### src/rtl/npst_pkg.sv
// Package for the NAND page state tracker: shared types, codes and reset values.
// Used by npst_cfg_regs and nand_page_state_tracker; depends on nothing else.
`default_nettype none

package npst_pkg;

    localparam int ADDR_W = 5;
    localparam int DATA_W = 32;

    typedef enum logic [2:0] {
        OP_PROGRAM        = 3'd0,
        OP_READ           = 3'd1,
        OP_ERASE          = 3'd2,
        OP_INVALIDATE     = 3'd3,
        OP_PAGE_QUERY     = 3'd4,
        OP_BLOCK_QUERY    = 3'd5,
        OP_COUNTER_READ   = 3'd6,
        OP_RESET_COUNTERS = 3'd7
    } t_opcode;

    typedef enum logic [2:0] {
        SEL_PROGRAMS  = 3'd0,
        SEL_READS     = 3'd1,
        SEL_ERASES    = 3'd2,
        SEL_TIME      = 3'd3,
        SEL_MAX_ERASE = 3'd4,
        SEL_ERASE_SUM = 3'd5
    } t_cnt_sel;

    typedef enum logic [2:0] {
        REG_BLOCKS_IN_USE   = 3'd0,
        REG_PAGES_IN_USE    = 3'd1,
        REG_PROGRAM_LATENCY = 3'd2,
        REG_READ_LATENCY    = 3'd3,
        REG_ERASE_LATENCY   = 3'd4
    } t_reg_idx;

    typedef enum logic [2:0] {
        S_CLEAR,
        S_IDLE,
        S_READ,
        S_EXEC,
        S_ERASE,
        S_ACC,
        S_DONE
    } t_state;

    typedef enum logic [1:0] {
        ACC_COUNT,
        ACC_TIME,
        ACC_BLOCK,
        ACC_SUM
    } t_acc;

    typedef struct packed {
        logic [10:0] blocks_in_use;
        logic [8:0]  pages_in_use;
        logic [23:0] program_latency;
        logic [23:0] read_latency;
        logic [23:0] erase_latency;
    } t_cfg;

    typedef struct packed {
        logic [63:0] prog;
        logic [63:0] valid;
    } t_pg_word;

    typedef struct packed {
        logic [31:0] erase_cnt;
        logic [8:0]  invalid_count;
    } t_blk_entry;

    localparam logic [10:0] RST_BLOCKS_IN_USE   = 11'd1024;
    localparam logic [8:0]  RST_PAGES_IN_USE    = 9'd256;
    localparam logic [23:0] RST_PROGRAM_LATENCY = 24'd256000;
    localparam logic [23:0] RST_READ_LATENCY    = 24'd12800;
    localparam logic [23:0] RST_ERASE_LATENCY   = 24'd1280000;

endpackage

`default_nettype wire

### src/rtl/npst_cfg_regs.sv
// Configuration register file behind the APB-style port of the page state tracker.
// Depends on npst_pkg for the register indexes, reset values and the t_cfg bundle.
`default_nettype none

module npst_cfg_regs (
    input  wire logic                       i_clk,
    input  wire logic                       i_rst_n,
    input  wire logic                       psel,
    input  wire logic                       penable,
    input  wire logic                       pwrite,
    input  wire logic [npst_pkg::ADDR_W-1:0] paddr,
    input  wire logic [npst_pkg::DATA_W-1:0] pwdata,
    output logic      [npst_pkg::DATA_W-1:0] prdata,
    output logic                            pready,
    output npst_pkg::t_cfg                  o_cfg
);
    import npst_pkg::*;

    t_cfg         r_cfg;
    t_cfg         n_cfg;
    logic [2:0]   reg_idx;
    logic         wr_en;

    assign reg_idx = paddr[ADDR_W-1:2];
    assign wr_en   = psel && penable && pwrite;
    assign pready  = 1'b1;
    assign o_cfg   = r_cfg;

    always_comb begin
        n_cfg = r_cfg;
        if (wr_en) begin
            case (reg_idx)
                REG_BLOCKS_IN_USE:   n_cfg.blocks_in_use   = pwdata[10:0];
                REG_PAGES_IN_USE:    n_cfg.pages_in_use    = pwdata[8:0];
                REG_PROGRAM_LATENCY: n_cfg.program_latency = pwdata[23:0];
                REG_READ_LATENCY:    n_cfg.read_latency    = pwdata[23:0];
                REG_ERASE_LATENCY:   n_cfg.erase_latency   = pwdata[23:0];
                default:             n_cfg = r_cfg;
            endcase
        end
    end

    always_comb begin
        case (reg_idx)
            REG_BLOCKS_IN_USE:   prdata = {21'd0, r_cfg.blocks_in_use};
            REG_PAGES_IN_USE:    prdata = {23'd0, r_cfg.pages_in_use};
            REG_PROGRAM_LATENCY: prdata = {8'd0, r_cfg.program_latency};
            REG_READ_LATENCY:    prdata = {8'd0, r_cfg.read_latency};
            REG_ERASE_LATENCY:   prdata = {8'd0, r_cfg.erase_latency};
            default:             prdata = '0;
        endcase
    end

    always_ff @(posedge i_clk) begin
        if (!i_rst_n) begin
            r_cfg.blocks_in_use   <= RST_BLOCKS_IN_USE;
            r_cfg.pages_in_use    <= RST_PAGES_IN_USE;
            r_cfg.program_latency <= RST_PROGRAM_LATENCY;
            r_cfg.read_latency    <= RST_READ_LATENCY;
            r_cfg.erase_latency   <= RST_ERASE_LATENCY;
        end else begin
            r_cfg <= n_cfg;
        end
    end

endmodule

`default_nettype wire

### config.mk
export PLATFORM = sky130hd
export DESIGN_NAME = npst_cfg_regs
export DESIGN_NICKNAME = d
export VERILOG_FILES = /design/src/rtl/npst_pkg.sv /design/src/rtl/npst_cfg_regs.sv
export SDC_FILE = /design/constraint.sdc
export NUM_CORES = 1
export LEC_CHECK = 0
export ABC_AREA = 1
export BUFFER_PORTS_ARGS = -buffer_cell sky130_fd_sc_hd__buf_2
export CORE_MARGIN = 4
export CORE_UTILIZATION = 50
export DETAILED_ROUTE_END_ITERATION = 8
export HOLD_SLACK_MARGIN = 0.02
export PLACE_DENSITY = 0.81
export SLEW_MARGIN = 25
export SYNTH_ARGS = -nofsm -noshare
export SYNTH_HDL_FRONTEND = slang
export SYNTH_SLANG_ARGS = --single-unit
### constraint.sdc
create_clock -name i_clk -period 1.1 [get_ports i_clk]
set_input_delay 0.055 -clock i_clk [delete_from_list [all_inputs] [get_ports i_clk]]
set_output_delay 0.055 -clock i_clk [all_outputs]
set_load 0.005 [all_outputs]
==> summary.txt, run 1 <==
Run status
  • Status: complete, but fails checks
  • Violated checks: negative setup slack

Clock tree
  • Worst-skew pair later-pin latency: 0.36 ns
  • Clk buf depth: 2
  • Clk root buf: clkbuf_8
  • Sink Count: 92
  • Total CTS buffers: 9
  • H-tree depth: 3
  • CTS tree: yes
  • Clock Pin Slew Worst Setup and Hold Paths: about 0.09 ns

Finish
  • Layout Utilization: 0.7357
  • Area grow syn2layout: 42.45%
  • Layout cells sized above 1: 0.3658
  • Layout Nets: 964
  • Diode count: 0
  • Multi-input logic area: 0.002345 mm²
  • Fill cell count: 700
  • Number of flip-flops in the largest register: 92
  • Register area: 0.001903 mm²
  • Commonest non-fill, non-tap cells in the layout: 213 x nand2_1, 163 x nor2_1, 143 x buf_2, 88 x nand3_1, 65 x buf_4
  • Post-route cell area: 0.006479 mm²
  • Post-route non-filler standard cell count: ~1000
  • Commonest non-fill, non-tap cell in the layout: nand2_1

Logic synthesis
  • Post-Syn Instances: 708
  • Synth top area cells: dfxtp_1 40%, nand2_1 19%, nor2_1 14%
  • Synthesized area per cell: roughly 6.4 µm²
  • Yosys warns: 0
  • Area leader, netlist: dfxtp_1
  • Yosys cell types: 20
  • Area of the mapped netlist: ~0.0045 mm²
  • Sequential share of the synthesized area: 0.4050
  • Number of synthesized register bits: about 90
  • Synth top area share: 0.4050

Global route
  • Global-route usage over all layers: 0.2913
  • Initial antenna violation count: 0
  • First-pass GRT wire length: 24240 µm
  • Total grt overflow: 0
  • Largest net degree at the start of global routing: 63
  • Vias in the first global route: 4913

Die
  • Core Rows: 34
  • Die Y: 103.4 µm
  • Core area: 0.008806 mm²
  • I/O pin count: 167
  • Die ar.: 0.01069 mm²
  • Die X: 103.4 µm
  • Initial Util: 0.5165

Place
  • Port bufs: 147
  • Cell Area, Placed: 0.005585 mm²
  • Detailed placement HPWL: 10540 µm
  • Placed Cells incl. Taps: between 900 and 1000
  • Setup Slack @ Placement: -0.07734 ns
  • RePlAce Congestion: 0.9607

Pwr
  • Leak: 0.003384 µW
  • Max VDD drop: a little over 0.9 mV
  • Cell Pwr Density: 1009 mW/mm²

Timing
  • Tcrit/Tclk final: 1.115
  • Setup Viol. Count Final: 9
  • RSZ-0062 raised after global routing: true
  • Final min period: about 1.2 ns
  • FMAX: 815.1 MHz
  • Fin. Hold Viols: 0
  • Worst setup margin: -0.1269 ns
  • Fin Hold WS: 0.03970 ns
  • Post-Route Skew: 0 ns
  • Slew Viols, Final: 0

Critical path
  • Kind of end point of the critical path: output port
  • Worst path arrival time: ~1.2 ns
  • Type of the worst setup path: register to output port
  • Crit Path Max Fanout: 2
  • Critical Path RT: 1.04 ns
  • Nature of the critical path startpoint: register

Drt
  • Final routed DRC violation total: 0
  • DRT antenna net count: 0
  • Post-Route WL: 16000 µm
  • Routed wire per std cell: between 15 and 20 µm
  • Routed vias: 5474
  • DR vias/cell: 5.304
  • Pre-antenna DRT Iters: 5
  • First DRT Iteration DRCs: 316

Job
  • Max_cap viols: 0

Hold path
  • Worst hold path class: primary input to register
==> logic make-up (layout without fill, tap and decap cells) <==
| family | after synthesis | after routing | synth area share |
|---|---|---|---|
| AND/OR/NAND/NOR | 518 | 518 | 0.4795 |
| other | 2 | 9 | 0.001651 |
| buffers and inverters | 94 | 303 | 0.1117 |
| AO/OA/AOI/OAI | 2 | 2 | 0.002201 |
| flip-flops | 92 | 92 | 0.4050 |
==> Yosys cell counts, drive strengths merged <==
| master | count |
|---|---|
| clkbuf | 11 |
| buf | 41 |
| nand3 | 102 |
| inv | 41 |
| dfxtp | 92 |
| nor2 | 175 |
| conb | 2 |
| clkinv | 1 |
| nand2 | 227 |
| o21ai | 2 |
| nand4 | 14 |
==> metal layers <==
metal,global-route usage,vias to the layer above,routed length (µm)
met5,0,-,0
met3,0.05969,67,1533
met1,0.3469,2471,5984
met4,0.1653,0,730
met2,0.4868,340,7753
li1,-,2596,-
==> area by class of cell <==
class / instances / area share
clock inverter: 2 / 0.005794
clock buffer: 11 / 0.02182
tap: 108 / 0.02086
inverter: 42 / 0.02511
sequential: 92 / 0.2937
multi-input combinational: 529 / 0.3619
timing repair buffer: 248 / 0.2708
==> where the power goes <==
group,internal (µW),switching (µW),total [µW]
Sequential,3370,34.9,3410
Clock,1080,1150,2230
Combinational,392,510,901
Total,4840,1700,6540
==> worst paths after layout <==
kind                    from         to  slack [ns]  cells after the start
hold reg to reg    o_cfg[64]  o_cfg[64]        0.48                      2
setup / recovery   o_cfg[72]  prdata[0]       -0.13                      5
setup reg to reg   o_cfg[27]  o_cfg[27]        0.29                      4
hold / removal    pwdata[22]  o_cfg[70]        0.04                      5
==> critical path: stages, from the launching register on <==
cell	delay [ns]
dfxtp_2	0.34
nand4_1	0.10
nand2_1	0.08
nor2_2	0.13
nand2_1	0.05
buf_2	0.12
==> what timing repair did <==
action / 4_1_cts / 5_1_grt
resized for setup: 45 / 54
pin swaps: 22 / 18
endpoints found under the hold margin: 22 / 0
setup buffers: 28 / 8
endpoints found under the setup margin: 17 / 24
hold buffers: 15 / 0
gates cloned: 1 / 2
==> through the flow <==
step                      TNS, ns  total power (µW)
final                     -0.8825              6540
after global routing       -1.495              6788
after CTS                 -0.8224              6456
after detailed placement   -1.947              4217
after global placement    -0.5687              4202
after floorplan                 0              3915
Power figures use the tool's default switching activity.
==> run 2: changes to the inputs <==
==> constraint.sdc (replaced) <==
create_clock -name i_clk -period 1.1 [get_ports i_clk]
set_input_delay 0.11 -clock i_clk [delete_from_list [all_inputs] [get_ports i_clk]]
set_output_delay 0.11 -clock i_clk [all_outputs]
set_load 0.005 [all_outputs]
==> run 2 against run 1 <==
The flow still finishes with violations (negative setup slack). Clock power increased by 17%. Global-route usage increased by 0.35 points. Die area unchanged. Utilization increased by 3.7 points. Via count increased by 3.5%. Cell area increased by 5.0%. Largest cell class unchanged. Largest power group unchanged.
==> summary.txt, run 2 (synthesized netlist as in run 1, its figures left out) <==
Critical path
  • Critical-path top delay cell: nor2_4 (was dfxtp_2)
  • Critical Path RT: 0.99 ns (was 1.04 ns)
  • Crit path cell chain: buf_8 -> buf_6 -> inv_4 -> nand2_4 -> nor2_4 -> buf_12 -> buf_12 -> nand2_4 -> nand3_2 -> buf_2 (was nand4_1 -> nand2_1 -> nor2_2 -> nand2_1 -> buf_2)
  • Crit Path Max Fanout: 7 (was 2)
  • Crit-path max cell delay: 0.25 ns (was 0.34 ns)
  • Nature of the critical path startpoint: primary input (was register)
  • Worst path arrival time: 1.24 ns (was 1.17 ns)
  • Type of the worst setup path: primary input to output port (was register to output port)
  • Kind of end point of the critical path: output port (unchanged)

Clock tree
  • Clk root buf: clkbuf_8 (unchanged)
  • Total CTS buffers: 9 (unchanged)
  • Worst-skew pair later-pin latency: 0.35 ns (was 0.36 ns)
  • Clk buf depth: 2 (unchanged)
  • H-tree depth: 3 (unchanged)
  • Sink Count: 92 (unchanged)
  • CTS tree: yes (unchanged)
  • Clock Pin Slew Worst Setup and Hold Paths: 0.09 ns (about the same)

Place
  • Port bufs: 147 (unchanged)
  • Setup Slack @ Placement: -0.2017 ns (was -0.07734 ns)
  • Detailed placement HPWL: 10820 µm (was 10540 µm)
  • RePlAce Congestion: 0.9432 (was 0.9607)

Global route
  • First-pass GRT wire length: 24620 µm (was 24240 µm)
  • Total grt overflow: 0 (unchanged)
  • Global-route usage over all layers: 0.2948 (was 0.2913)
  • Vias in the first global route: 5045 (was 4913)
  • Largest net degree at the start of global routing: 47 (was 63)
  • Initial antenna violation count: 0 (unchanged)

Timing
  • Worst setup margin: -0.2452 ns (was -0.1269 ns)
  • Post-Route Skew: 0 ns (unchanged)
  • Tcrit/Tclk final: 1.223 (was 1.115)
  • FMAX: 743.4 MHz (was 815.1 MHz)
  • Setup Viol. Count Final: 29 (was 9)
  • Fin. Hold Viols: 0 (unchanged)
  • Final min period: 1.345 ns (was 1.227 ns)
  • TNS Setup: -4.668 ns (was -0.8825 ns)
  • Slew Viols, Final: 0 (unchanged)
  • RSZ-0062 raised after global routing: true (unchanged)

Drt
  • Final routed DRC violation total: 0 (unchanged)
  • Routed vias: 5666 (was 5474)
  • Pre-antenna DRT Iters: 5 (unchanged)
  • DR vias/cell: 5.490 (was 5.304)
  • DRT antenna net count: 0 (unchanged)
  • Post-Route WL: 17370 µm (was 16000 µm)
  • Routed wire per std cell: 16.83 µm (was 15.50 µm)
  • First DRT Iteration DRCs: 419 (was 316)

Die
  • Die X: 103.4 µm (unchanged)
  • Die Y: 103.4 µm (unchanged)
  • Die ar.: 0.01069 mm² (unchanged)
  • I/O pin count: 167 (unchanged)
  • Core Rows: 34 (unchanged)
  • Initial Util: 0.5165 (unchanged)
  • Core area: 0.008806 mm² (unchanged)

Finish
  • Area grow syn2layout: 49.57% (was 42.45%)
  • Number of flip-flops in the largest register: 92 (unchanged)
  • Layout cells sized above 1: 0.3939 (was 0.3658)
  • Layout Nets: 961 (was 964)
  • Diode count: 0 (unchanged)
  • Commonest non-fill, non-tap cells in the layout: 194 x nand2_1, 161 x nor2_1, 140 x buf_2, 74 x nand3_1, 61 x dfxtp_1 (was 213 x nand2_1, 163 x nor2_1, 143 x buf_2, 88 x nand3_1, 65 x buf_4)
  • Fill cell count: 598 (was 700)
  • Commonest non-fill, non-tap cell in the layout: nand2_1 (unchanged)

Pwr
  • Comb pwr share: 0.143 (was 0.138)
  • Net Sw Power: 1904 µW (was 1698 µW)
  • Internal: 5114 µW (was 4842 µW)
  • Seq pwr share: 0.486 (was 0.521)
  • Cell Pwr Density: 1032 mW/mm² (was 1009 mW/mm²)
  • Max VDD drop: 0.8032 mV (was 0.9158 mV)
  • Clk pwr share: 0.371 (was 0.341)
  • Leak: 0.003684 µW (was 0.003384 µW)
  • Net Sw Frac: 0.2714 (was 0.2596)

Hold path
  • Worst hold path class: primary input to register (unchanged)

Job
  • Max_cap viols: 0 (unchanged)

Run status
  • Violated checks: negative setup slack (unchanged)
  • Status: complete, but fails checks (unchanged)
-- run 2: changes by cell type in the layout (fill, tap and decap cells not counted), moves of 5 or more --
cell     before  now
nand3_2      12   26
dfxtp_1      45   61
dfxtp_2      46   30
nand2_4       1   19
nand2_1     213  194
nand3_1      88   74
buf_4        65   60
-- run 2: worst paths after layout --
check	startpoint	endpoint	slack (ns)	depth (start not counted)
worst max-delay path	paddr[2]	prdata[18]	-0.25	10
worst min-delay path	pwdata[21]	o_cfg[45]	0.10	5
worst max register to register	o_cfg[83]	o_cfg[83]	0.29	3
worst min register to register	o_cfg[71]	o_cfg[71]	0.50	2
-- run 2: metrics by stage --
stage | total power [µW] | util | instances | cell area [µm²] | hold WS, ns
4_1_cts | 6857 | 0.7076 | 1017 | 6231 | 0.08034
2_1_floorplan | 3915 | - | 715 | 4574 | 0.2362
3_3_place_gp | 4217 | 0.6394 | 971 | 5630 | 0.3393
6_report | 7018 | 0.7725 | 1032 | 6803 | 0.1012
5_1_grt | 7277 | 0.7725 | 1032 | 6803 | 0.1267
3_5_place_dp | 4234 | 0.6394 | 971 | 5630 | 0.3490
-- run 2: worst max-delay path, delay by kind of cell --
kind	cells	cell delay, ns
and+or+nand+nor	4	0.43
buffers and inverters	6	0.69
-- run 2: layer usage --
layer / GRT usage / part of all wire
met5: 0 / 0
met4: 0.1335 / 0.039
met3: 0.06707 / 0.098
met2: 0.4990 / 0.49
met1: 0.3557 / 0.38
-- run 2: area by class of cell --
type                    instances  area (µm²)  area share
clock inverters                 7       96.34     0.01416
flip-flops and latches         92        1883      0.2768
inverters                      42       172.7     0.02538
clock buffers                   9       123.9     0.01821
repair buffers                245        1834      0.2696
well taps                     108       135.1     0.01986
multi-input cells             529        2557      0.3759
-- run 2: power by group through the flow --
stage | combinational (µW) | clock, µW | sequential, µW
floorplan | 434 | 0 | 3480
global placement | 734 | 0 | 3480
detailed placement | 749 | 0 | 3480
CTS | 847 | 2600 | 3410
global route | 1080 | 2780 | 3420
finish | 1000 | 2600 | 3410
-- run 2: timing repair --
item                       CTS  global route
hold buffers                11             0
hold endpoints to repair    16             0
cloned                       2             3
pin swaps                   17            23
gates resized for setup     37           115
setup buffers               17            12
setup endpoints to repair   24            28
